**src/hw/rtl/pai_pkg.sv**
```systemverilog
// Shared types and codes for the two-objective non-dominated archive.
// Used by pai_cmp, pai_seq, the top level pareto_archive_insert_unit and the bench.
package pai_pkg;

    localparam int REQ_BITS    = 2;
    localparam int STATUS_BITS = 2;
    localparam int INDEX_BITS  = 8;

    typedef enum logic [REQ_BITS-1:0] {
        REQ_INSERT = 2'd0,
        REQ_TEST   = 2'd1,
        REQ_CLEAR  = 2'd2,
        REQ_READ   = 2'd3
    } req_t;

    typedef enum logic [STATUS_BITS-1:0] {
        ST_OK        = 2'd0,
        ST_DOMINATED = 2'd1,
        ST_FULL      = 2'd2,
        ST_BAD_INDEX = 2'd3
    } status_t;

    typedef struct packed {
        logic worse;
        logic covered;
    } cmp_res_t;

endpackage

```
**src/hw/rtl/pai_cmp.sv**
```systemverilog
// Dominance compare unit shared by every scan step.
// Depends on pai_pkg for the compare result struct.
module pai_cmp #(
    parameter int OBJ_BITS = 24
) (
    input  logic [OBJ_BITS-1:0] point_one,
    input  logic [OBJ_BITS-1:0] point_two,
    input  logic [OBJ_BITS-1:0] entry_one,
    input  logic [OBJ_BITS-1:0] entry_two,
    output pai_pkg::cmp_res_t   res
);
    import pai_pkg::*;

    // The entry is worse when the point beats it on both objectives, and it
    // covers the point when it is at least as good on both.
    assign res.worse   = (point_one > entry_one) && (point_two > entry_two);
    assign res.covered = (point_one <= entry_one) && (point_two <= entry_two);

endmodule

```
**config.mk**
```make
export PLATFORM = sky130hd
export DESIGN_NAME = pai_cmp
export DESIGN_NICKNAME = d
export VERILOG_FILES = /design/src/hw/rtl/pai_pkg.sv /design/src/hw/rtl/pai_cmp.sv
export SDC_FILE = /design/constraint.sdc
export NUM_CORES = 1
export LEC_CHECK = 0
export BUFFER_PORTS_ARGS = -buffer_cell sky130_fd_sc_hd__buf_2
export CAP_MARGIN = 20
export CORE_MARGIN = 8
export CORE_UTILIZATION = 38
export DETAILED_ROUTE_END_ITERATION = 7
export GPL_ROUTABILITY_DRIVEN = 0
export GPL_TIMING_DRIVEN = 0
export PLACE_DENSITY = 0.82
export SLEW_MARGIN = 20
export SYNTH_ARGS = -nofsm -noshare
export SYNTH_HDL_FRONTEND = slang
export SYNTH_SLANG_ARGS = --single-unit
```
**constraint.sdc**
```tcl
create_clock -name vclk -period 1.65
set_input_delay 0.0825 -clock vclk [all_inputs]
set_output_delay 0.0825 -clock vclk [all_outputs]
set_load 0.02 [all_outputs]
```
==> results of run 1 <==
## timing repair
action / 4_1_cts / 5_1_grt
hold buffers: 0 / 0
buffers inserted: 1 / 3
gates resized for setup: 29 / 29
setup endpoints to repair: 2 / 2
pin swaps: 10 / 12
## through the flow
stage | cells | instance area, um^2 | setup TNS, ps | worst slack, ps | utilization
3_5_place_dp | 311 | 1755 | -686.3 | -387.2 | 0.5750
4_1_cts | 312 | 1928 | -334.4 | -185.8 | 0.6316
3_3_place_gp | 311 | 1755 | -685.2 | -385.4 | 0.5750
5_1_grt | 315 | 2122 | -573.4 | -302.7 | 0.6951
6_report | 315 | 2122 | -379.1 | -213.9 | 0.6951
2_1_floorplan | 169 | 1210 | -147.8 | -83.79 | -
## final cells by class
type	instances	area (um^2)	area share
timing repair buffer	102	641.9	0.3025
multi-input combinational	121	1235	0.5820
tap	44	55.05	0.02594
inverter	48	190.2	0.08962
## how the worst max path moves through the flow
| stage | end | slack, ps | depth (start not counted) |
|---|---|---|---|
| after detailed placement | res[0] | -390 | 9 |
| after floorplan | res[1] | -80 | 8 |
| after global routing | res[0] | -300 | 10 |
| after CTS | res[0] | -190 | 9 |
| final | res[0] | -210 | 10 |
| after global placement | res[0] | -390 | 9 |
## cell families (layout without fill, tap and decap cells)
group,Yosys count,in the layout,share of synthesized area
AND/OR/NAND/NOR,35,35,0.1582
adder cells (fa/ha/maj),48,48,0.4964
AO/OA/AOI/OAI,38,38,0.1965
buffers and inverters,48,150,0.1489
## power groups by stage
stage | registers (W) | logic [W] | clock network (W)
CTS | 0 | 0.000437 | 0
global route | 0 | 0.000569 | 0
finish | 0 | 0.000504 | 0
detailed placement | 0 | 0.000384 | 0
global placement | 0 | 0.000372 | 0
floorplan | 0 | 0.000220 | 0
## worst max-delay path: stages
cell and delay (ps):
buf_6 90, inv_4 50, ha_4 190, and2_4 150, a221o_1 350, a221oi_2 270
o21ai_1 130, o32ai_2 150, o21a_1 180, buf_6 120
## layer usage
| layer | vias to the layer above | part of all wire |
|---|---|---|
| met5 | - | 0 |
| met1 | 663 | 0.37 |
| li1 | 793 | - |
| met2 | 54 | 0.54 |
| met4 | 0 | 0.014 |
| met3 | 6 | 0.073 |
## cells in the mapped netlist
| library cell | instances |
|---|---|
| inv_1 | 48 |
| a21o_1 | 3 |
| and2_4 | 1 |
| a21o_2 | 1 |
| nand4_1 | 7 |
| nor4_1 | 1 |
| nor2b_1 | 2 |
| nand2_1 | 12 |
| a221o_1 | 1 |
| nor2_1 | 4 |
| a21oi_1 | 18 |
| o21ai_0 | 4 |
| a211oi_1 | 1 |
| o21ai_1 | 1 |
| nor4_2 | 1 |
| nor3_1 | 2 |
| and4_1 | 1 |
| a211o_2 | 1 |
| o32ai_1 | 1 |
| o211ai_1 | 2 |
| and2_1 | 1 |
| nand3_1 | 2 |
| nand4_2 | 1 |
| o21a_1 | 1 |
| a221oi_1 | 2 |
| ha_1 | 48 |
| a2111oi_0 | 1 |
| o22ai_1 | 1 |
==> results.md, run 1 <==
- The number of nets produced by synthesis is 313.
- Summed over all nets, the switching power comes to 0.0002250 W.
- The count of clock-net buffers in the final layout is 0.
- The data required time of the worst path is 1570 ps.
- Summed over all nets, the half-perimeter wirelength after detailed placement is 3334 um.
- The critical path is of the input port to primary output type.
- The die boundary height is 72.43 um.
- The first-pass GRT wire length is 6037 um.
- The initial standard-cell utilization of the core is 0.3963.
- The sum of internal, switching and leakage power is 0.0005039 W.
- The worst-case IR drop observed on VDD is 0.1561 mV.
- The routed design could run at a clock period as short as 1864 ps.
- Of all nets on the critical path, the largest fanout is 2.
- The number of failing hold endpoints at the final stage came to 0.
- The cell area power density is 237.5 nW/um^2.
- The actual slew at the worst max-slew pin is 302.7 ps.
- After detailed routing, the average wire length per cell comes to 13.33 um.
- The critical path capture point type is a primary output.
- Of the available clock period, the critical path in the final layout requires 1.130.
- The share of the Yosys chip area taken by registers is 0.
- The number of global-route vias before repair came to 1,423.
- Sorting the synthesized cells by area gives the leading types as ha_1 (50%), inv_1 (15%), a21oi_1 (7.4%).
- For this run, the post-layout net count is 417.
- The run finished, with violations left.
- Across every metal layer, demand over resource in global routing totals 0.1346.
- The final antenna diode count is 0.
- Setup repair after global routing could not meet its margin everywhere.
- The number of max-slew violations in the final report came to 0.
- The I/O pin count is 98.
- The element type at the critical path start is an input port.
- The share of power burned in the clock network is 0.
- The synthesized cell area is 1210 um^2.
- The count of final setup violators is 2.
- The die footprint is 5245 um^2.
- The number of DRC markers in iteration 0 is 25.
- The met3 usage is 0.02617.
- Leaving out fill and tap cells, the most frequent cells in the layout are buf_2 (78), inv_1 (37), ha_1 (36).
- The maximum operating frequency is 536.5 MHz.
- The total of buffers placed on input and output ports is 98.
- Entering global routing, the biggest net connects 4 pins.
- The netlist uses 28 different library cells.
- After floorplanning, the core was sized to cover 3053 um^2.
- In this run the most used layer during global routing was met2.
- The final reports fail on negative setup slack.
- Of the total power, the share spent switching nets is 0.4465.
- In the final layout, the share of cells above drive strength 1 is 0.5055.
- Wires add up to 4200 um.
- The worst hold slack across all endpoints is 847.3 ps.
- The library cell occupying the most area in the post-synthesis netlist is ha_1.
- The share of total power dissipated in combinational logic is 1.000.
- The global-route track usage on met1 is 0.1453.
- The leakage power total is 1.217 nW.
- In this run the worst hold path is classified as input port to primary output.
- The count of nets left with antenna violations once routing finished came out at 0.
- Setup slack on the critical path of the routed design comes to -213.9 ps.
- The fill cell instance count of the final layout is 289.
- The share of total power in sequential cells is 0.
- The via total after detailed routing is 1,516.
- The gate count of the mapped netlist is 169.
- The global routing met2 resource utilization is 0.2688.
- The total overflow left after global routing is 0.
- Compared with the post-synthesis result, the final layout area differs by 75.39%.
- The number of placement rows is 20.
- The register area is 0 um^2.
- For this run, design rule violations remaining after detail routing come to 0.
- The start point of the critical path is entry_two[10].
- The library cell used most frequently in the layout, excluding fill and tap cells, is buf_2.
- For this run, the number of Yosys warnings is 0.
- Along the worst hold path, the cell count comes to 6.
- Internal power comes to 0.0002789 W.
- For this run, the detailed router's first-pass iteration total came to 4.
- The average footprint of a synthesized cell is 7.159 um^2.
- The worst hold path endpoint is res[0].
- The initial antenna violation count is 0.
- The relative slew slack is 0.7961.
- The design has 0 sequential cells.
- The area share of the largest cell type after synthesis is 0.4964.
- Dividing the detail-routed via count by the number of cells gives 4.813.
- Data arrives at the worst endpoint at 1780 ps.
- Measured along the x axis, the die boundary spans 72.43 um.
- The worst hold path begins at point_one[7].
- The tool flagged a number of max-cap violations equal to 0.
Note: power is estimated with default switching activity, not from simulation.
==> run 2, diff against run 1 <==
- PLACE_DENSITY: 0.82 -> 0.94
- RECOVER_POWER: not set -> 100
==> run 2 against run 1 <==
Worst setup slack better by 38 ps; non-clock buffer count up 1; via count decreased by 0.13%; critical endpoint unchanged; largest cell class unchanged; the flow still finishes with violations (negative setup slack); final area shrank 3.8%; highest routed layer is now met3; sequential share of layout area did not move.
==> results.md, run 2 (same netlist as run 1, synthesis figures left out) <==
- The count of final setup violators is 2 (unchanged).
- The slowest stage of the critical path belongs to the cell a221o_1.
- The count of nets left with antenna violations after detail routing came to 0 (unchanged).
- The worst ir drop on vdd is 0.1532 mV (-1.8%).
- The final antenna diode count came to 0 (unchanged).
- The worst setup path is launched from an input port.
- The die footprint is 5245 um^2 (unchanged).
- The run finished, with violations left.
- The leftover overflow at the end of global routing is 0 (unchanged).
- The highest fanout seen on the critical path is 2 (unchanged).
- The number of max-slew violations in the final report is 0 (unchanged).
- The I/O pin count was 98 (unchanged).
- The relative slew slack is 0.7572 (-0.03893).
- The die boundary width came to 72.43 um (unchanged).
- The average via count per standard cell came to 4.791 (-0.45%).
- The switching share of total power is 0.4555 (+0.009025).
- The number of DRC markers in iteration 0 is 17 (-32%).
- The share of the clock period used by the worst path after layout was 1.107 (-0.02277).
- The worst setup margin is -176.3 ps (+37.57 ps).
- The final critical path time including I/O delays and setup is 1826 ps (-37.57 ps).
- STA classifies the critical path endpoint as a primary output.
- The critical path arrival is 1740 ps (-40 ps).
- The number of global-route vias before repair is 1,629 (+14%).
- The pre-CTS worst setup slack is -391.1 ps (-3.945 ps).
- The fill cell instance count of the final layout came to 267 (-7.6%).
- The most common library cell in the layout ignoring fill and taps is buf_2.
- The number of failing hold endpoints at the final stage is 0 (unchanged).
- The critical path is of the input port to primary output type.
- The cell area power density is 238.8 nW/um^2 (+0.55%).
- The routed wire length is 4152 um (-1.1%).
- The first-pass GRT wire length is 6189 um (+2.5%).
- The via total after detailed routing is 1,514 (-0.13%).
- The initial antenna violation count came to 0 (unchanged).
- The final reports fail on negative setup slack.
- The total of buffers placed on input and output ports is 98 (unchanged).
- The critical path goes through buf_6 -> inv_4 -> ha_4 -> a21o_1 -> a221o_1 -> a221oi_2 -> o21ai_1 -> o32ai_2 -> o21a_1 -> buf_6.
- The leakage power total is 1.206 nW (-0.97%).
- The sum of internal, switching and leakage power is 0.0004873 W (-3.3%).
- The number of remaining DRC errors came to 0 (unchanged).
- The count of clock-net buffers in the final layout was 0 (unchanged).
- The actual slew at the worst max-slew pin was 360.9 ps (+58.27 ps).
- The count of hold buffers inserted by post-cts repair is 0 (unchanged).
- The min-delay analysis places its worst path in the category input port to primary output.
- The longest individual stage delay on the worst path is 330 ps (-20 ps).
- The core area is 3053 um^2 (unchanged).
- The synthesis-to-layout area growth is 68.67%.
- The data required time of the worst path is 1570 ps (about the same).
- The initial standard-cell utilization of the core is 0.3963 (unchanged).
- The aggregate global-route resource usage is 0.1369 (+0.002257).
- Setup repair after global routing could not meet its margin everywhere.
- The cell-internal power is 0.0002653 W (-4.9%).
- The placed wire-length estimate after detailed placement is 3461 um (+3.8%).
- The detailed-route wire length per cell came to 13.14 um (-1.5%).
- The reported max-cap violation count is 0 (unchanged).
- The placement-stage cell area is 1755 um^2 (unchanged).
- The sum of negative setup slack came to -298.4 ps (+80.66 ps).
- The final net count is 418 (+0.24%).
- The fraction of final layout cells with drive strength greater than 1 is 0.4890 (-0.01656).
- The area occupied by multi-input gates was 1214 um^2 (-1.7%).
- The pin count of the biggest net entering global routing is 4 (unchanged).
- The register area is 0 um^2 (unchanged).
- The utilization of the core after routing is 0.6684 (-0.02664).
- The net switching power is 0.0002220 W (-1.3%).
- The most frequent cell on the critical path is buf_6.
- The number of flip-flops and latches is 0 (unchanged).
- The die boundary height is 72.43 um (unchanged).
- The count of TritonRoute iterations in the first routing pass came to 4 (unchanged).
- The maximum operating frequency is 547.6 MHz (+2.1%).
- The post-route cell area is 2041 um^2 (-3.8%).
- The share of total power in sequential cells is 0 (unchanged).
- The library cells used most frequently in the layout, excluding fill and tap cells, are buf_2 (88), inv_1 (39), ha_1 (37).
- The share of power burned in the clock network came to 0 (unchanged).
- The part of the power in combinational logic is 1.000 (about the same).
- The number of placement rows is 20 (unchanged).
==> run 2: timing repair <==
item                                    CTS  global route
endpoints found under the setup margin    2             2
buffers inserted                          1             4
hold endpoints to repair                  0             0
gates resized for setup                  24            17
pin swaps                                10            13
==> run 2: area by class of cell <==
type | instances | share of cell area
repair buffers | 103 | 0.2876
inverters | 48 | 0.09074
multi-input cells | 121 | 0.5947
well taps | 44 | 0.02698
==> run 2: power groups by stage <==
stage / registers (W) / clock network, W / logic, W
6_report: 0 / 0 / 0.000487
2_1_floorplan: 0 / 0 / 0.000220
3_5_place_dp: 0 / 0 / 0.000386
5_1_grt: 0 / 0 / 0.000551
4_1_cts: 0 / 0 / 0.000432
3_3_place_gp: 0 / 0 / 0.000371
==> run 2: path summary, 6_finish.rpt <==
check | startpoint | to | slack [ps] | cells past startpoint
min | point_one[7] | res[0] | 870 | 6
max | entry_two[9] | res[0] | -180 | 10
==> run 2: stage by stage <==
| step | hold slack (ps) | cells |
|---|---|---|
| after global routing | 935.9 | 316 |
| final | 866.8 | 316 |
| after detailed placement | 854.7 | 311 |
| after global placement | 857.4 | 311 |
| after CTS | 842.6 | 312 |
| after floorplan | 647.6 | 169 |
==> run 2: worst max-delay path: cells and delay by family <==
family | cells | cell delay [ps]
adders and majority gates | 1 | 190
AOI/OAI and AO/OA | 6 | 1210
buffers and inverters | 3 | 270
==> run 2: metal layers <==
layer,global-route usage,share of wire
met5,0,0
met4,0.002222,0
met3,0.03168,0.071
met2,0.2889,0.53
met1,0.1352,0.39
==> run 3, diff against run 2 <==
- GPL_TIMING_DRIVEN: 0 -> not set
- RECOVER_POWER: 100 -> not set
==> run 3 against run 2 <==
The run still ends with negative setup slack left; critical path depth is 1 lower; non-clock buffer count is 6 higher; highest routed layer is now met4; critical endpoint unchanged; die area stayed put.
==> results.md, run 3 (same netlist as run 1, synthesis figures left out) <==
- The placed wire-length estimate after detailed placement is 3541 um (+2.3%).
- The pin count of the biggest net entering global routing is 4 (unchanged).
- The count of clock-net buffers in the final layout came to 0 (unchanged).
- The number of DRC markers in iteration 0 is 32 (+15).
- The initial standard-cell utilization of the core is 0.3963 (unchanged).
- The critical path is of the input port to primary output type.
- The highest fanout seen on the critical path is 2 (unchanged).
- The longest individual stage delay on the worst path came to 370 ps (+40 ps).
- The final net count is 424 (+1.4%).
- Setup repair after global routing could not meet its margin everywhere.
- The leftover overflow at the end of global routing was 0 (unchanged).
- The most common library cell in the layout ignoring fill and taps is buf_2.
- The fill cell instance count of the final layout came to 260 (-2.6%).
- The initial antenna violation count was 0 (unchanged).
- The detailed-route wire length per cell was 13.63 um (+3.7%).
- The worst setup path is captured at a primary output.
- The I/O pin count is 98 (unchanged).
- The worst ir drop on vdd is 0.1493 mV (-2.6%).
- The count of nets left with antenna violations after detail routing was 0 (unchanged).
- The final reports fail on negative setup slack.
- The die boundary width is 72.43 um (unchanged).
- The register area is 0 um^2 (unchanged).
- The count of final setup violators is 2 (unchanged).
- The data required time of the worst path is 1570 ps (about the same).
- The maximum operating frequency is 524.5 MHz (-4.2%).
- The number of placement rows is 20 (unchanged).
- The utilization of the core after routing is 0.7074 (+0.03893).
- The critical path goes through buf_6 -> inv_2 -> ha_4 -> nand4_1 -> nor4_4 -> nand4_1 -> o32ai_2 -> o21a_1 -> buf_6.
- The post-route cell area is 2160 um^2 (+5.8%).
- The worst hold slack across all endpoints is 867.2 ps (+0.4730 ps).
- The cell area power density is 245.5 nW/um^2 (+2.8%).
- The via total after detailed routing came to 1,575 (+4.0%).
- The share of the clock period used by the worst path after layout came to 1.156 (+0.04875).
- The first-pass GRT wire length came to 6934 um (+12%).
- The relative slew slack is 0.8150 (+0.05785).
- The cell family contributing the most delay on the critical path is simple AND/OR/NAND/NOR gates.
- The total of buffers placed on input and output ports is 98 (unchanged).
- The run finished, with violations left.
- The worst setup path is launched from an input port.
- The worst path buffer plus inverter count is 3 (unchanged).
- The area growth from synthesis to layout is 78.49%.
- The die footprint is 5245 um^2 (unchanged).
- The critical path arrival is 1820 ps (+80 ps).
- The reported max-cap violation count is 0 (unchanged).
- The top cell types in the final layout, fill and taps aside, are buf_2 (79), inv_1 (37), ha_1 (37).
- The placement-stage cell area is 1815 um^2 (+3.4%).
- The number of flip-flops and latches is 0 (unchanged).
- The worst setup margin came to -256.7 ps (-80.43 ps).
- The count of TritonRoute iterations in the first routing pass came to 4 (unchanged).
- The final antenna diode count was 0 (unchanged).
- The die boundary height is 72.43 um (unchanged).
- The sum of internal, switching and leakage power is 0.0005301 W (+8.8%).
- The actual slew at the worst max-slew pin is 277.5 ps (-83.45 ps).
- The number of remaining DRC errors is 0 (unchanged).
- The leakage power total came to 1.252 nW (+3.8%).
- The routed wire length was 4389 um (+5.7%).
- The number of global-route vias before repair was 1,700 (+4.4%).
- The type of the tightest min-delay check is input port to primary output.
- The final critical path time including I/O delays and setup is 1907 ps (+80.43 ps).
- The average via count per standard cell is 4.891 (+2.1%).
- The slowest library cell on the worst path is nor4_4.
- The number of max-slew violations in the final report is 0 (unchanged).
- The core area was 3053 um^2 (unchanged).
- The fraction of final layout cells with drive strength greater than 1 is 0.5144 (+0.02542).
- The aggregate global-route resource usage is 0.1543 (+0.01749).
- The number of failing hold endpoints at the final stage is 0 (unchanged).
-- run 3: cell count changes in the layout (fill, tap and decap cells not counted), sizes merged --
cell	change
buf	+6
-- run 3: area by class of cell --
type / count / area [um^2] / area share
multi-input cells: 121 / 1226 / 0.5678
repair buffers: 109 / 688.2 / 0.3187
inverters: 48 / 190.2 / 0.08806
well taps: 44 / 55.05 / 0.02549
-- run 3: path summary, 6_finish.rpt --
path | start | end | slack [ps] | depth (start not counted)
hold / removal | point_one[7] | res[0] | 870 | 6
setup / recovery | entry_two[19] | res[0] | -260 | 9
-- run 3: power breakdown --
| part | leakage, nW | switching (W) | internal, W |
|---|---|---|---|
| Combinational | 1.25 | 0.000232 | 0.000298 |
| Sequential | 0 | 0 | 0 |
| Clock | 0 | 0 | 0 |
| Total | 1.25 | 0.000232 | 0.000298 |
-- run 3: timing repair --
| item | in CTS | in global routing |
|---|---|---|
| setup buffers | 1 | 2 |
| resized for setup | 28 | 29 |
| pin swaps | 11 | 17 |
| setup endpoints to repair | 2 | 2 |
| hold buffers | 0 | 0 |
-- run 3: layer usage --
metal | GRT usage | routed length (um) | vias to the layer above
li1 | - | - | 809
met1 | 0.1578 | 1486 | 705
met2 | 0.3159 | 2471 | 57
met3 | 0.03857 | 391 | 4
met4 | 0.004444 | 40 | 0
met5 | 0 | 0 | -
-- run 3: metrics by stage --
step	worst slack (ps)	TNS [ps]	cells
after global placement	-301.1	-547.4	319
after CTS	-207.7	-382.2	320
after detailed placement	-375.9	-684.7	319
after global routing	-351.2	-663.3	322
after floorplan	-83.79	-147.8	169
final	-256.7	-466.2	322
