$ cat config.mk
export PLATFORM = sky130hd
export DESIGN_NAME = pai_seq
export DESIGN_NICKNAME = d
export VERILOG_FILES = /design/src/hw/rtl/pai_pkg.sv /design/src/hw/rtl/pai_seq.sv
export SDC_FILE = /design/constraint.sdc
export NUM_CORES = 1
export LEC_CHECK = 0
export BUFFER_PORTS_ARGS = -buffer_cell sky130_fd_sc_hd__buf_2
export CORE_ASPECT_RATIO = 0.6
export CORE_MARGIN = 1
export CORE_UTILIZATION = 40
export CTS_BUF_LIST = sky130_fd_sc_hd__clkbuf_16
export DETAILED_ROUTE_END_ITERATION = 7
export GPL_TIMING_DRIVEN = 0
export PLACE_DENSITY = 0.69
export SYNTH_ARGS = -nofsm -noshare
export SYNTH_HDL_FRONTEND = slang
export SYNTH_SLANG_ARGS = --single-unit
export TNS_END_PERCENT = 1
$ cat constraint.sdc
create_clock -name aclk -period 5.5 [get_ports aclk]
set_clock_uncertainty 0.2 [all_clocks]
set_input_delay 0.825 -clock aclk [delete_from_list [all_inputs] [get_ports aclk]]
set_output_delay 0.825 -clock aclk [all_outputs]
set_load 0.01 [all_outputs]
$ cat src/hw/rtl/pai_pkg.sv
// Shared types and codes for the two-objective non-dominated archive.
// Used by pai_cmp, pai_seq, the top level pareto_archive_insert_unit and the bench.
package pai_pkg;

    localparam int REQ_BITS    = 2;
    localparam int STATUS_BITS = 2;
    localparam int INDEX_BITS  = 8;

    typedef enum logic [REQ_BITS-1:0] {
        REQ_INSERT = 2'd0,
        REQ_TEST   = 2'd1,
        REQ_CLEAR  = 2'd2,
        REQ_READ   = 2'd3
    } req_t;

    typedef enum logic [STATUS_BITS-1:0] {
        ST_OK        = 2'd0,
        ST_DOMINATED = 2'd1,
        ST_FULL      = 2'd2,
        ST_BAD_INDEX = 2'd3
    } status_t;

    typedef struct packed {
        logic worse;
        logic covered;
    } cmp_res_t;

endpackage

$ cat src/hw/rtl/pai_seq.sv
// Request sequencer: scans, compacts, appends and reads archive entries through the
// memory and the shared compare unit, and clears the archive. Depends on pai_pkg.
module pai_seq #(
    parameter int CAPACITY = 256,
    parameter int OBJ_BITS = 24,
    parameter int AW       = $clog2(CAPACITY),
    parameter int CW       = $clog2(CAPACITY + 1)
) (
    input  logic                                aclk,
    input  logic                                aresetn,
    input  logic                                start,
    output logic                                idle,
    input  pai_pkg::req_t                       req,
    input  logic [OBJ_BITS-1:0]                 obj_one,
    input  logic [OBJ_BITS-1:0]                 obj_two,
    input  logic [pai_pkg::INDEX_BITS-1:0]      read_index,
    output logic [OBJ_BITS-1:0]                 point_one,
    output logic [OBJ_BITS-1:0]                 point_two,
    input  pai_pkg::cmp_res_t                   cmp,
    output logic                                wr_en,
    output logic [AW-1:0]                       wr_addr,
    output logic [2*OBJ_BITS-1:0]               wr_data,
    output logic [AW-1:0]                       rd_addr,
    input  logic [2*OBJ_BITS-1:0]               rd_data,
    output logic                                res_valid,
    input  logic                                res_ready,
    output pai_pkg::status_t                    res_status,
    output logic [CW-1:0]                       res_count,
    output logic [CW-1:0]                       res_removed,
    output logic [OBJ_BITS-1:0]                 res_one,
    output logic [OBJ_BITS-1:0]                 res_two
);
    import pai_pkg::*;

    localparam int IW = (CW > INDEX_BITS) ? CW : INDEX_BITS;
    localparam logic [CW-1:0] CAP_C = CW'(CAPACITY);
    localparam logic [CW-1:0] ONE_C = CW'(1);

    typedef enum logic [6:0] {
        S_IDLE   = 7'b0000001,
        S_RD     = 7'b0000010,
        S_CMP    = 7'b0000100,
        S_MOVE   = 7'b0001000,
        S_APPEND = 7'b0010000,
        S_FETCH  = 7'b0100000,
        S_DONE   = 7'b1000000
    } state_t;

    state_t              state_reg, state_next;
    req_t                req_reg, req_next;
    logic [OBJ_BITS-1:0] a_reg, a_next;
    logic [OBJ_BITS-1:0] b_reg, b_next;
    logic [CW-1:0]       j_reg, j_next;
    logic [CW-1:0]       size_reg, size_next;
    logic [CW-1:0]       removed_reg, removed_next;
    status_t             status_reg, status_next;
    logic [OBJ_BITS-1:0] e1_reg, e1_next;
    logic [OBJ_BITS-1:0] e2_reg, e2_next;

    logic [IW-1:0] idx_wide;
    logic [IW-1:0] size_wide;
    logic [CW-1:0] j_inc;
    logic [CW-1:0] last_pos;

    assign idx_wide  = IW'(read_index);
    assign size_wide = IW'(size_reg);
    assign j_inc     = j_reg + ONE_C;
    assign last_pos  = size_reg - ONE_C;

    always_comb begin
        state_next   = state_reg;
        req_next     = req_reg;
        a_next       = a_reg;
        b_next       = b_reg;
        j_next       = j_reg;
        size_next    = size_reg;
        removed_next = removed_reg;
        status_next  = status_reg;
        e1_next      = e1_reg;
        e2_next      = e2_reg;
        rd_addr      = j_reg[AW-1:0];
        wr_en        = 1'b0;
        wr_addr      = j_reg[AW-1:0];
        wr_data      = rd_data;
        res_valid    = 1'b0;

        unique case (state_reg)
            S_IDLE: begin
                if (start) begin
                    req_next     = req;
                    a_next       = obj_one;
                    b_next       = obj_two;
                    j_next       = '0;
                    removed_next = '0;
                    status_next  = ST_OK;
                    e1_next      = '0;
                    e2_next      = '0;
                    case (req)
                        REQ_INSERT, REQ_TEST: begin
                            state_next = S_RD;
                        end
                        REQ_CLEAR: begin
                            size_next  = '0;
                            state_next = S_DONE;
                        end
                        default: begin
                            if (idx_wide < size_wide) begin
                                rd_addr    = idx_wide[AW-1:0];
                                state_next = S_FETCH;
                            end else begin
                                status_next = ST_BAD_INDEX;
                                state_next  = S_DONE;
                            end
                        end
                    endcase
                end
            end
            S_RD: begin
                if (j_reg >= size_reg) begin
                    state_next = (req_reg == REQ_INSERT) ? S_APPEND : S_DONE;
                end else begin
                    rd_addr    = j_reg[AW-1:0];
                    state_next = S_CMP;
                end
            end
            S_CMP: begin
                if ((req_reg == REQ_INSERT) && cmp.worse) begin
                    rd_addr    = last_pos[AW-1:0];
                    state_next = S_MOVE;
                end else if (cmp.covered) begin
                    status_next = ST_DOMINATED;
                    state_next  = S_DONE;
                end else begin
                    j_next = j_inc;
                    if (j_inc < size_reg) begin
                        rd_addr = j_inc[AW-1:0];
                    end else begin
                        state_next = (req_reg == REQ_INSERT) ? S_APPEND : S_DONE;
                    end
                end
            end
            S_MOVE: begin
                wr_en        = 1'b1;
                wr_addr      = j_reg[AW-1:0];
                wr_data      = rd_data;
                size_next    = last_pos;
                removed_next = removed_reg + ONE_C;
                state_next   = S_RD;
            end
            S_APPEND: begin
                if (size_reg >= CAP_C) begin
                    status_next = ST_FULL;
                end else begin
                    wr_en     = 1'b1;
                    wr_addr   = size_reg[AW-1:0];
                    wr_data   = {b_reg, a_reg};
                    size_next = size_reg + ONE_C;
                end
                state_next = S_DONE;
            end
            S_FETCH: begin
                e1_next    = rd_data[OBJ_BITS-1:0];
                e2_next    = rd_data[2*OBJ_BITS-1:OBJ_BITS];
                state_next = S_DONE;
            end
            S_DONE: begin
                res_valid = 1'b1;
                if (res_ready) begin
                    state_next = S_IDLE;
                end
            end
            default: begin
                state_next = S_IDLE;
            end
        endcase
    end

    always_ff @(posedge aclk) begin
        if (!aresetn) begin
            state_reg <= S_IDLE;
            size_reg  <= '0;
        end else begin
            state_reg <= state_next;
            size_reg  <= size_next;
        end
        req_reg     <= req_next;
        a_reg       <= a_next;
        b_reg       <= b_next;
        j_reg       <= j_next;
        removed_reg <= removed_next;
        status_reg  <= status_next;
        e1_reg      <= e1_next;
        e2_reg      <= e2_next;
    end

    assign idle        = (state_reg == S_IDLE);
    assign point_one   = a_reg;
    assign point_two   = b_reg;
    assign res_status  = status_reg;
    assign res_count   = size_reg;
    assign res_removed = removed_reg;
    assign res_one     = e1_reg;
    assign res_two     = e2_reg;

endmodule

==> results of run 1 <==
[critical path: cells and delay by family, from the launching register on]
kind,cells,cell delay [ps]
AOI/OAI and AO/OA,4,800
xor gates and xnor gates,1,200
adders and majority gates,2,610
buffers and inverters,2,600
DFF,1,490
and+or+nand+nor,4,860
[report_power, final]
| part | internal (uW) | switching, uW | leakage (uW) | total (uW) |
|---|---|---|---|---|
| combinational | 449 | 787 | 0.00245 | 1240 |
| sequential | 1460 | 146 | 0.00126 | 1610 |
| clock | 707 | 440 | 0.000280 | 1150 |
[through the flow]
stage | total power (uW) | hold WS (ps) | cells | area [um2] | setup slack (ps)
finish | 3993 | 368.7 | 1150 | 9432 | 497.7
global route | 4184 | 362.3 | 1150 | 9432 | 265.7
CTS | 4000 | 359.5 | 1149 | 9429 | 662.0
detailed placement | 2847 | 339.9 | 1118 | 8843 | 1122
global placement | 2823 | 332.4 | 1117 | 8823 | 634.3
floorplan | 2280 | 298.9 | 589 | 7059 | 1666
[worst paths after layout]
kind                              from                   endpoint  depth (start not counted)  slack, ps
max reg2reg     j_reg[0]$_SDFFCE_PN0P_  state_reg[6]$_SDFFE_PN0P_                         12       1720
min          res_count[6]$_SDFFE_PN0P_  res_count[6]$_SDFFE_PN0P_                          2        370
max             j_reg[0]$_SDFFCE_PN0P_                 rd_addr[0]                         13        500
min reg2reg  res_count[6]$_SDFFE_PN0P_  res_count[6]$_SDFFE_PN0P_                          2        370
[layout by cell type (no fill, tap or decap), types with 16 or more instances in the layout]
cell type  instances
nand3_1           22
ha_1              29
mux2_2            54
o21ai_0           22
buf_2            294
a21oi_1           21
clkbuf_1          29
dfxtp_1           16
inv_1             25
and2_1            58
clkbuf_16         17
nor2_1            25
nand2_1           26
edfxtp_1         118
[Yosys cell counts (8+ instances only)]
library cell and number:
edfxtp_1 118, mux2_2 54, and2_1 58, nand3_1 22, ha_1 29, o21ai_0 22
a21oi_1 21, xnor2_1 13, inv_1 25, nor3_1 12, nand2_1 26, clkbuf_1 29
dfxtp_1 16, nor2_1 25, xor2_1 8
[logic make-up (layout without fill, tap and decap cells)]
group | count (synthesis) | count (layout) | synth area share [%]
xor+xnor | 21 | 21 | 2.606
mux | 57 | 57 | 9.039
fa+ha+maj | 29 | 29 | 5.140
compound gates | 103 | 103 | 10.48
other cells | 0 | 1 | 0
simple gates | 188 | 188 | 14.87
flops | 134 | 134 | 54.73
buf+inv | 57 | 383 | 3.137
[per-layer routing]
metal	up-vias	part of all wire, %	track usage [%]
met5	-	0	0
met4	0	0.87	6.384
met3	19	7.3	5.349
met2	266	42	34.39
met1	2928	50	38.01
li1	2839	-	-
[area by class of cell]
cell class | count | area [um2]
clock inverter | 14 | 160.2
tap | 234 | 292.8
multi-input combinational | 398 | 2974
timing repair buffer | 295 | 1491
buffer | 31 | 123.9
sequential | 134 | 3864
clock buffer | 17 | 425.4
fill | 1597 | 7790
inverter | 26 | 97.59
antenna | 1 | 2.502
==> qor.csv, run 1 <==
metric,value,unit
outcome,finished clean,
path_class,flip-flop to primary output,
postSynthCellCount,589,
dieArea,18200,um2
insertion_delay,410,ps
worst_pin_slew,1263,ps
slowest_stage,edfxtp_1,
fmax,199.9,MHz
postSynth.asyncResetShare,0,%
path_cells,ha_1 -> nand3_1 -> nor2_1 -> nand3_1 -> xnor2_1 -> ha_1 -> a21oi_1 -> and2_1 -> clkbuf_1 -> a21oi_1 -> o31ai_1 -> o221ai_1 -> buf_2,
cp-start-kind,flip-flop,
initial_core_util,40.99,%
die_h,104.9,um
p_leak,0.003992,uW
tritoncts,yes,
syn_nets,730,
slowest_delay,490,ps
crit_path_end_kind,primary output,
ys_dominant_reg_cell,edfxtp_1,
grt_pass1_vias,5650,
p_per_area,423.4,nW/um2
hold_class,flip-flop to flip-flop,
ioPinCount,295,
drtAntennaViolNets,0,
ys_types,65,
wire_per_inst,19.47,um
yosysWarningCount,0,
numPortBuffers,294,
synth-seq-cells,134,
critPathArrivalTime,3980,ps
ctsHoldBuffers,0,
cts_sinks,134,
drtPass1Iterations,4,
seq_area_frac_synth,54.73,%
drv_slew,0,
max_slew_margin,14.60,%
synth_top_area_share,50.19,%
avgSynthCellArea,11.99,um2
post-cts-setup-buffer-count,0,
setup_viol,0,
viasPerCell,5.263,
cts_resized,0,
grt_util_all_layers,24.65,%
clk_pin_slew,60,ps
setup_tns,0,ps
htreeDepth,4,
drtIter0Drc,749,
dp_hpwl,17.67,mm
final_core_util,54.77,%
synth_edf_count,118,
clockBufferDepth,2,
finalWirelength,22.39,mm
globalRouteOverflowTotal,0,
crit_fanout,10,
worstPathRequired,4470,ps
core_area,17220,um2
drc,0,
routabilityCongestion,0.9449,
drive_above_1_share,43.06,%
areaGrowthSynthToFinish,33.61,%
synth_top_cells_by_area,"edfxtp_1 (50%), mux2_2 (8.6%), and2_1 (5.1%)",
period_minus_slack,5002,ps
finalHoldViolations,0,
drv_cap,0,
synth_top_area_cell,edfxtp_1,
cts_buffers,17,
num_rows,37,
grt_first_pass_wirelength,33.47,mm
peakVddDrop,0.1897,mV
antenna_found_initial,1,
vias,6052,
syn_area,7059,um2
min_period_over_period,90.95,%
rsz0062_at_grt,false,
fin_nets,1044,
dieWidth,173.5,um
cts-root-buf,clkbuf_16,
grt_max_degree,49,
Power figures use the tool's default switching activity.
==> run 2, diff against run 1 <==
--- a/config.mk
+++ b/config.mk
@@ -5,6 +5,7 @@
 export SDC_FILE = /design/constraint.sdc
 export NUM_CORES = 1
 export LEC_CHECK = 0
+export ABC_AREA = 1
 export BUFFER_PORTS_ARGS = -buffer_cell sky130_fd_sc_hd__buf_2
 export CORE_ASPECT_RATIO = 0.6
 export CORE_MARGIN = 1
@@ -12,7 +13,7 @@
 export CTS_BUF_LIST = sky130_fd_sc_hd__clkbuf_16
 export DETAILED_ROUTE_END_ITERATION = 7
 export GPL_TIMING_DRIVEN = 0
-export PLACE_DENSITY = 0.69
+export PLACE_DENSITY = 0.68
 export SYNTH_ARGS = -nofsm -noshare
 export SYNTH_HDL_FRONTEND = slang
 export SYNTH_SLANG_ARGS = --single-unit
==> run 2 against run 1 <==
Flip-flop and latch count stayed put; worst hold slack improved by 17 ps; cell count increased by 20%; cell area about the same; power increased by 5.6%; area after synthesis increased by 0.89%; global-route usage grew 0.38 points; via count grew 14%; clock power down 15%; combinational power increased by 27%; register-to-register slack better by 710 ps; maximum frequency rose by 8.4%.
==> qor.csv, run 2 <==
metric,value,unit,change
cts_sinks,134,,unchanged
setup_tns,0,ps,unchanged
yosysWarningCount,0,,unchanged
synth_top_cells_by_area,"edfxtp_1 (50%), nand2_1 (10%), inv_1 (6.6%)",,
drtIter0Drc,602,,-20%
post-cts-setup-buffer-count,0,,unchanged
antennaDiodeCount,0,,-1
ys_types,38,,-42%
drc,0,,unchanged
clk_pin_slew,60,ps,about the same
insertion_delay,410,ps,about the same
setup_viol,0,,unchanged
drtPass1Iterations,7,,+3
initial_core_util,41.24,%,+0.25 points
fmax,216.8,MHz,+8.4%
p_leak,0.004583,uW,+15%
finalHoldViolations,0,,unchanged
synth-seq-cells,134,,unchanged
mostFrequentLayoutCells,"buf_2 (303), nand2_1 (190), inv_1 (126)",,
ioPinCount,295,,unchanged
globalRouteOverflowTotal,0,,unchanged
multi_input_comb_area,2641,um2,-11%
core_area,17270,um2,+0.27%
ys_dominant_reg_cell,edfxtp_1,,
viasPerCell,4.993,,-5.1%
grt_first_pass_wirelength,34.57,mm,+3.3%
avgSynthCellArea,8.685,um2,-28%
drv_cap,0,,unchanged
seq_area,3864,um2,unchanged
cp-start-kind,flip-flop,,
num_rows,37,,unchanged
crit_family,simple AND/OR/NAND/NOR gates,,
synth_top_area_share,49.75,%,-0.44 points
die_h,105.4,um,+0.43%
synth.most_common_cell,nand2_1,,
cpMostUsedCell,nand2_1,,
grt_max_degree,32,,-35%
dp_hpwl,17.91,mm,+1.4%
max_slew_margin,60.62,%,+46 points
slowest_stage,edfxtp_1,,
areaGrowthSynthToFinish,32.45,%,
syn_area,7122,um2,+0.89%
crit_fanout,10,,unchanged
synth_edf_count,118,,unchanged
slowest_delay,480,ps,about the same
ctsHoldBuffers,0,,unchanged
cts_resized,0,,unchanged
path_class,flip-flop to primary output,,
grt_pass1_vias,6168,,+9.2%
cts-root-buf,clkbuf_16,,
postSynthCellCount,820,,+39%
drtAntennaViolNets,0,,unchanged
peakVddDrop,0.1962,mV,+3.4%
clockBufferDepth,2,,unchanged
dieWidth,174.3,um,+0.44%
dieArea,18360,um2,+0.87%
postSynth.asyncResetShare,0,%,unchanged
htreeDepth,4,,unchanged
critPathArrivalTime,3590,ps,-390 ps
p_per_area,446.9,nW/um2,+5.6%
min_period_over_period,83.87,%,-7.1 points
cts_buffers,17,,unchanged
vias,6901,,+14%
final_common_cell,buf_2,,
routabilityCongestion,0.9358,,-0.96%
wire_per_inst,16.63,um,-15%
cp.buffers_inverters,3,,+1
crit_path_end_kind,primary output,,
antenna_found_initial,0,,-1
hold_class,input pin to flip-flop,,
drv_slew,0,,unchanged
synth_top_area_cell,edfxtp_1,,
seq_area_frac_synth,54.25,%,-0.48 points
fin_nets,1277,,+22%
tritoncts,yes,,
path_cells,ha_1 -> nand2_1 -> nor2_1 -> nand4_1 -> xor2_1 -> inv_1 -> ha_1 -> nand2_1 -> nor2_1 -> nand3b_1 -> nand4_1 -> clkbuf_1 -> o21ai_0 -> a21oi_1 -> nand2_1 -> buf_2,,
rsz0062_at_grt,false,,
numPortBuffers,294,,unchanged
nFillCells,1640,,+2.7%
grt_util_all_layers,25.03,%,+0.38 points
drive_above_1_share,31.18,%,-12 points
synth_common_cells,"nand2_1 (191), inv_1 (125), edfxtp_1 (118), nor2_1 (108), o21ai_0 (69)",,
outcome,finished clean,,
period_minus_slack,4613,ps,-389.3 ps
finalWirelength,22.98,mm,+2.6%
worst_pin_slew,590.7,ps,-672.5 ps
final_core_util,54.63,%,-0.14 points
syn_nets,961,,+32%
reg2reg_slack,2430,ps,+710 ps
worstPathRequired,4470,ps,about the same
## run 2: area by class of cell
| class | instances | area share, % |
|---|---|---|
| tap | 234 | 3.104 |
| timing repair buffer | 297 | 16.10 |
| inverter | 131 | 5.213 |
| clock buffer | 17 | 4.510 |
| multi-input combinational | 531 | 28.00 |
| clock inverter | 14 | 0.7561 |
| sequential | 134 | 40.96 |
| buffer | 24 | 1.353 |
## run 2: kinds of logic after synthesis
logic type | Yosys count | share of synthesized area (%)
AND/OR/NAND/NOR | 372 | 21.94
XOR/XNOR | 9 | 1.107
adder cells (fa/ha/maj) | 29 | 5.095
flip-flops | 134 | 54.25
AO/OA/AOI/OAI | 121 | 8.907
buffers and inverters | 155 | 8.696
## run 2: final timing paths
kind	start	end	cells past startpoint
max reg2reg	j_reg[0]$_SDFFCE_PN0P_	state_reg[0]$_SDFFE_PN1P_	15
min	obj_two[14]	point_two[14]$_DFFE_PP_	1
max	j_reg[0]$_SDFFCE_PN0P_	rd_addr[2]	16
min reg2reg	res_count[3]$_SDFFE_PN0P_	res_count[3]$_SDFFE_PN0P_	2
## run 2: where the power goes
group          total, uW  switching [uW]  internal, uW
clock                983             423           559
sequential          1650             171          1480
combinational       1580            1040           544
total               4220            1630          2590
## run 2: per-layer routing
layer | up-vias | track usage [%] | routed length (um) | share of wire, %
li1 | 3313 | - | - | -
met1 | 3191 | 34.44 | 10190 | 44
met2 | 378 | 37.91 | 10070 | 44
met3 | 19 | 7.792 | 2498 | 11
met4 | 0 | 6.892 | 223 | 0.97
met5 | - | 0 | 0 | 0
## run 2: metrics by stage
step           area, um2  power (uW)  instances  hold WS (ps)  setup WS, ps
2_1_floorplan       7122        2557        820         338.1          1987
3_3_place_gp        8886        3188       1348         368.8         836.0
3_5_place_dp        8936        3237       1351         381.5          1396
4_1_cts             9433        4225       1382         362.1         930.2
5_1_grt             9433        4473       1382         353.6         548.9
6_report            9433        4216       1382         386.0         887.0
==> run 3, diff against run 2 <==
==> constraint.sdc (replaced) <==
create_clock -name aclk -period 4.3 [get_ports aclk]
set_clock_uncertainty 0.2 [all_clocks]
set_input_delay 0.645 -clock aclk [delete_from_list [all_inputs] [get_ports aclk]]
set_output_delay 0.645 -clock aclk [all_outputs]
set_load 0.01 [all_outputs]
==> run 3 against run 2 <==
Worst hold slack worse by 180 ps; flip-flop and latch count stayed put; cell count is 0.29% higher; clock-buffer cell count stayed put; register-to-register slack got worse by 1100 ps; routed wire length grew 0.10%; die area unchanged; power up 29%; cell area increased by 0.52%; worst setup slack worse by 660 ps; critical path type unchanged; highest routed layer unchanged.
==> qor.csv, run 3 (synthesis gave the netlist of run 2 again) <==
metric,value,unit,change
clockBufferDepth,2,,unchanged
cts_buffers,17,,unchanged
routabilityCongestion,0.9358,,unchanged
antennaDiodeCount,0,,unchanged
vias,6882,,-0.28%
areaGrowthSynthToFinish,33.13,%,
core_area,17270,um2,unchanged
grt_max_degree,32,,unchanged
finalInstanceArea,9482,um2,+0.52%
final_common_cell,buf_2,,
path_cells,ha_1 -> nand2_1 -> nor2_4 -> nand4_1 -> xor2_1 -> inv_1 -> ha_1 -> nand2_1 -> inv_1 -> a21oi_1 -> nand4_1 -> buf_4 -> o21ai_0 -> a21oi_1 -> nand2_1 -> buf_2,,
grt_util_all_layers,25.03,%,unchanged
drv_cap,0,,unchanged
finalWirelength,23.00,mm,+0.10%
cell_internal_pwr,3334,uW,+29%
drv_slew,0,,unchanged
cpMostUsedCell,nand2_1,,
dieArea,18360,um2,unchanged
hold_class,input pin to flip-flop,,
p_comb_share,38.1,%,+0.6 points
switchingPower,2101,uW,+29%
initial_core_util,41.24,%,unchanged
crit_fanout,10,,unchanged
path_class,flip-flop to primary output,,
wire_per_inst,16.60,um,-0.18%
slowest_stage,edfxtp_1,,
die_h,105.4,um,unchanged
slowest_delay,420,ps,-60 ps
pwr-share-clk,23.1,%,-0.2 points
grt_pass1_vias,6168,,unchanged
antenna_found_initial,0,,unchanged
max_slew_margin,61.71,%,+1.1 points
numPortBuffers,294,,unchanged
switching_share,38.66,%,about the same
num_rows,37,,unchanged
insertion_delay,410,ps,about the same
fmax,245.8,MHz,
setup_viol,0,,unchanged
p_leak,0.004605,uW,+0.49%
drive_above_1_share,31.68,%,+0.50 points
finalHoldViolations,0,,unchanged
htreeDepth,4,,unchanged
outcome,finished clean,,
dieWidth,174.3,um,unchanged
drc,0,,unchanged
placed_cell_area,8936,um2,unchanged
seqPwrFrac,38.7,%,-0.5 points
worstPathRequired,3450,ps,-1020 ps
drtPass1Iterations,7,,unchanged
viasPerCell,4.965,,-0.56%
timing.final.ws_setup,231.4,ps,-655.5 ps
p_per_area,573.3,nW/um2,+28%
critPathArrivalTime,3220,ps,-370 ps
mostFrequentLayoutCells,"buf_2 (303), nand2_1 (190), inv_1 (126)",,
drtIter0Drc,651,,+8.1%
peakVddDrop,0.2510,mV,+28%
worst_pin_slew,574.3,ps,-16.41 ps
ioPinCount,295,,unchanged
drtAntennaViolNets,0,,unchanged
min_period_over_period,94.62,%,
tritoncts,yes,,
period_minus_slack,4069,ps,
grt_first_pass_wirelength,34.57,mm,unchanged
fin_nets,1281,,+0.31%
dp_hpwl,17.91,mm,unchanged
cts-root-buf,clkbuf_16,,
crit_path_end_kind,primary output,,
cp-start-kind,flip-flop,,
globalRouteOverflowTotal,0,,unchanged
clk_pin_slew,60,ps,about the same
pre_cts_ws,375.6,ps,-1020 ps
cts_sinks,134,,unchanged
## run 3: stage by stage
step | setup TNS, ps | total power (uW) | util (%) | hold WS, ps | cells
after floorplan | 0 | 3270 | - | 338.1 | 820
after global placement | -197.9 | 4078 | 51.46 | 368.8 | 1348
after detailed placement | 0 | 4140 | 51.75 | 381.5 | 1351
after CTS | 0 | 5405 | 54.63 | 182.1 | 1382
after global routing | -5.968 | 5764 | 54.91 | 173.6 | 1386
final | 0 | 5436 | 54.91 | 205.4 | 1386
## run 3: power by group through the flow
stage | registers, uW | clock network (uW) | logic, uW
after global placement | 2150 | 0 | 1920
after detailed placement | 2140 | 0 | 2000
after CTS | 2110 | 1280 | 2010
after floorplan | 2250 | 0 | 1020
final | 2110 | 1260 | 2070
after global routing | 2140 | 1350 | 2270
## run 3: per-layer routing
metal  up-vias  track usage (%)  wire [um]
met5         -                0          0
met4         0            6.892        269
met3        23            7.792       2455
met2       362            37.91      10060
met1      3179            34.44      10220
li1       3318                -          -
## run 3: timing repair
action	CTS	global route
hold buffers	0	0
setup endpoints to repair	4	8
resized for setup	1	7
setup buffers	0	4
pin swaps	0	2
endpoints found under the hold margin	0	0
## run 3: worst max-delay path: cells and delay by family (launching register included)
family	cells	cell delay, ps
adders and majority gates	2	480
and+or+nand+nor	6	830
DFF	1	420
buffers and inverters	4	470
xor gates and xnor gates	1	230
AOI/OAI and AO/OA	3	390
## run 3: area by class of cell
class	instances	area (um2)
tap	234	292.8
multi-input combinational	531	2656
timing repair buffer	301	1549
sequential	134	3864
buffer	24	131.4
clock buffer	17	425.4
clock inverter	14	71.32
inverter	131	491.7
fill	1637	7786
## run 3: worst paths after layout
check                            startpoint                   endpoint  slack (ps)  depth (start not counted)
setup / recovery     j_reg[0]$_SDFFCE_PN0P_                 rd_addr[0]         230                         16
setup reg to reg     j_reg[0]$_SDFFCE_PN0P_  state_reg[0]$_SDFFE_PN1P_        1330                         15
hold reg to reg   res_count[3]$_SDFFE_PN0P_  res_count[3]$_SDFFE_PN0P_         390                          2
hold / removal                  obj_one[20]    point_one[20]$_DFFE_PP_         210                          1
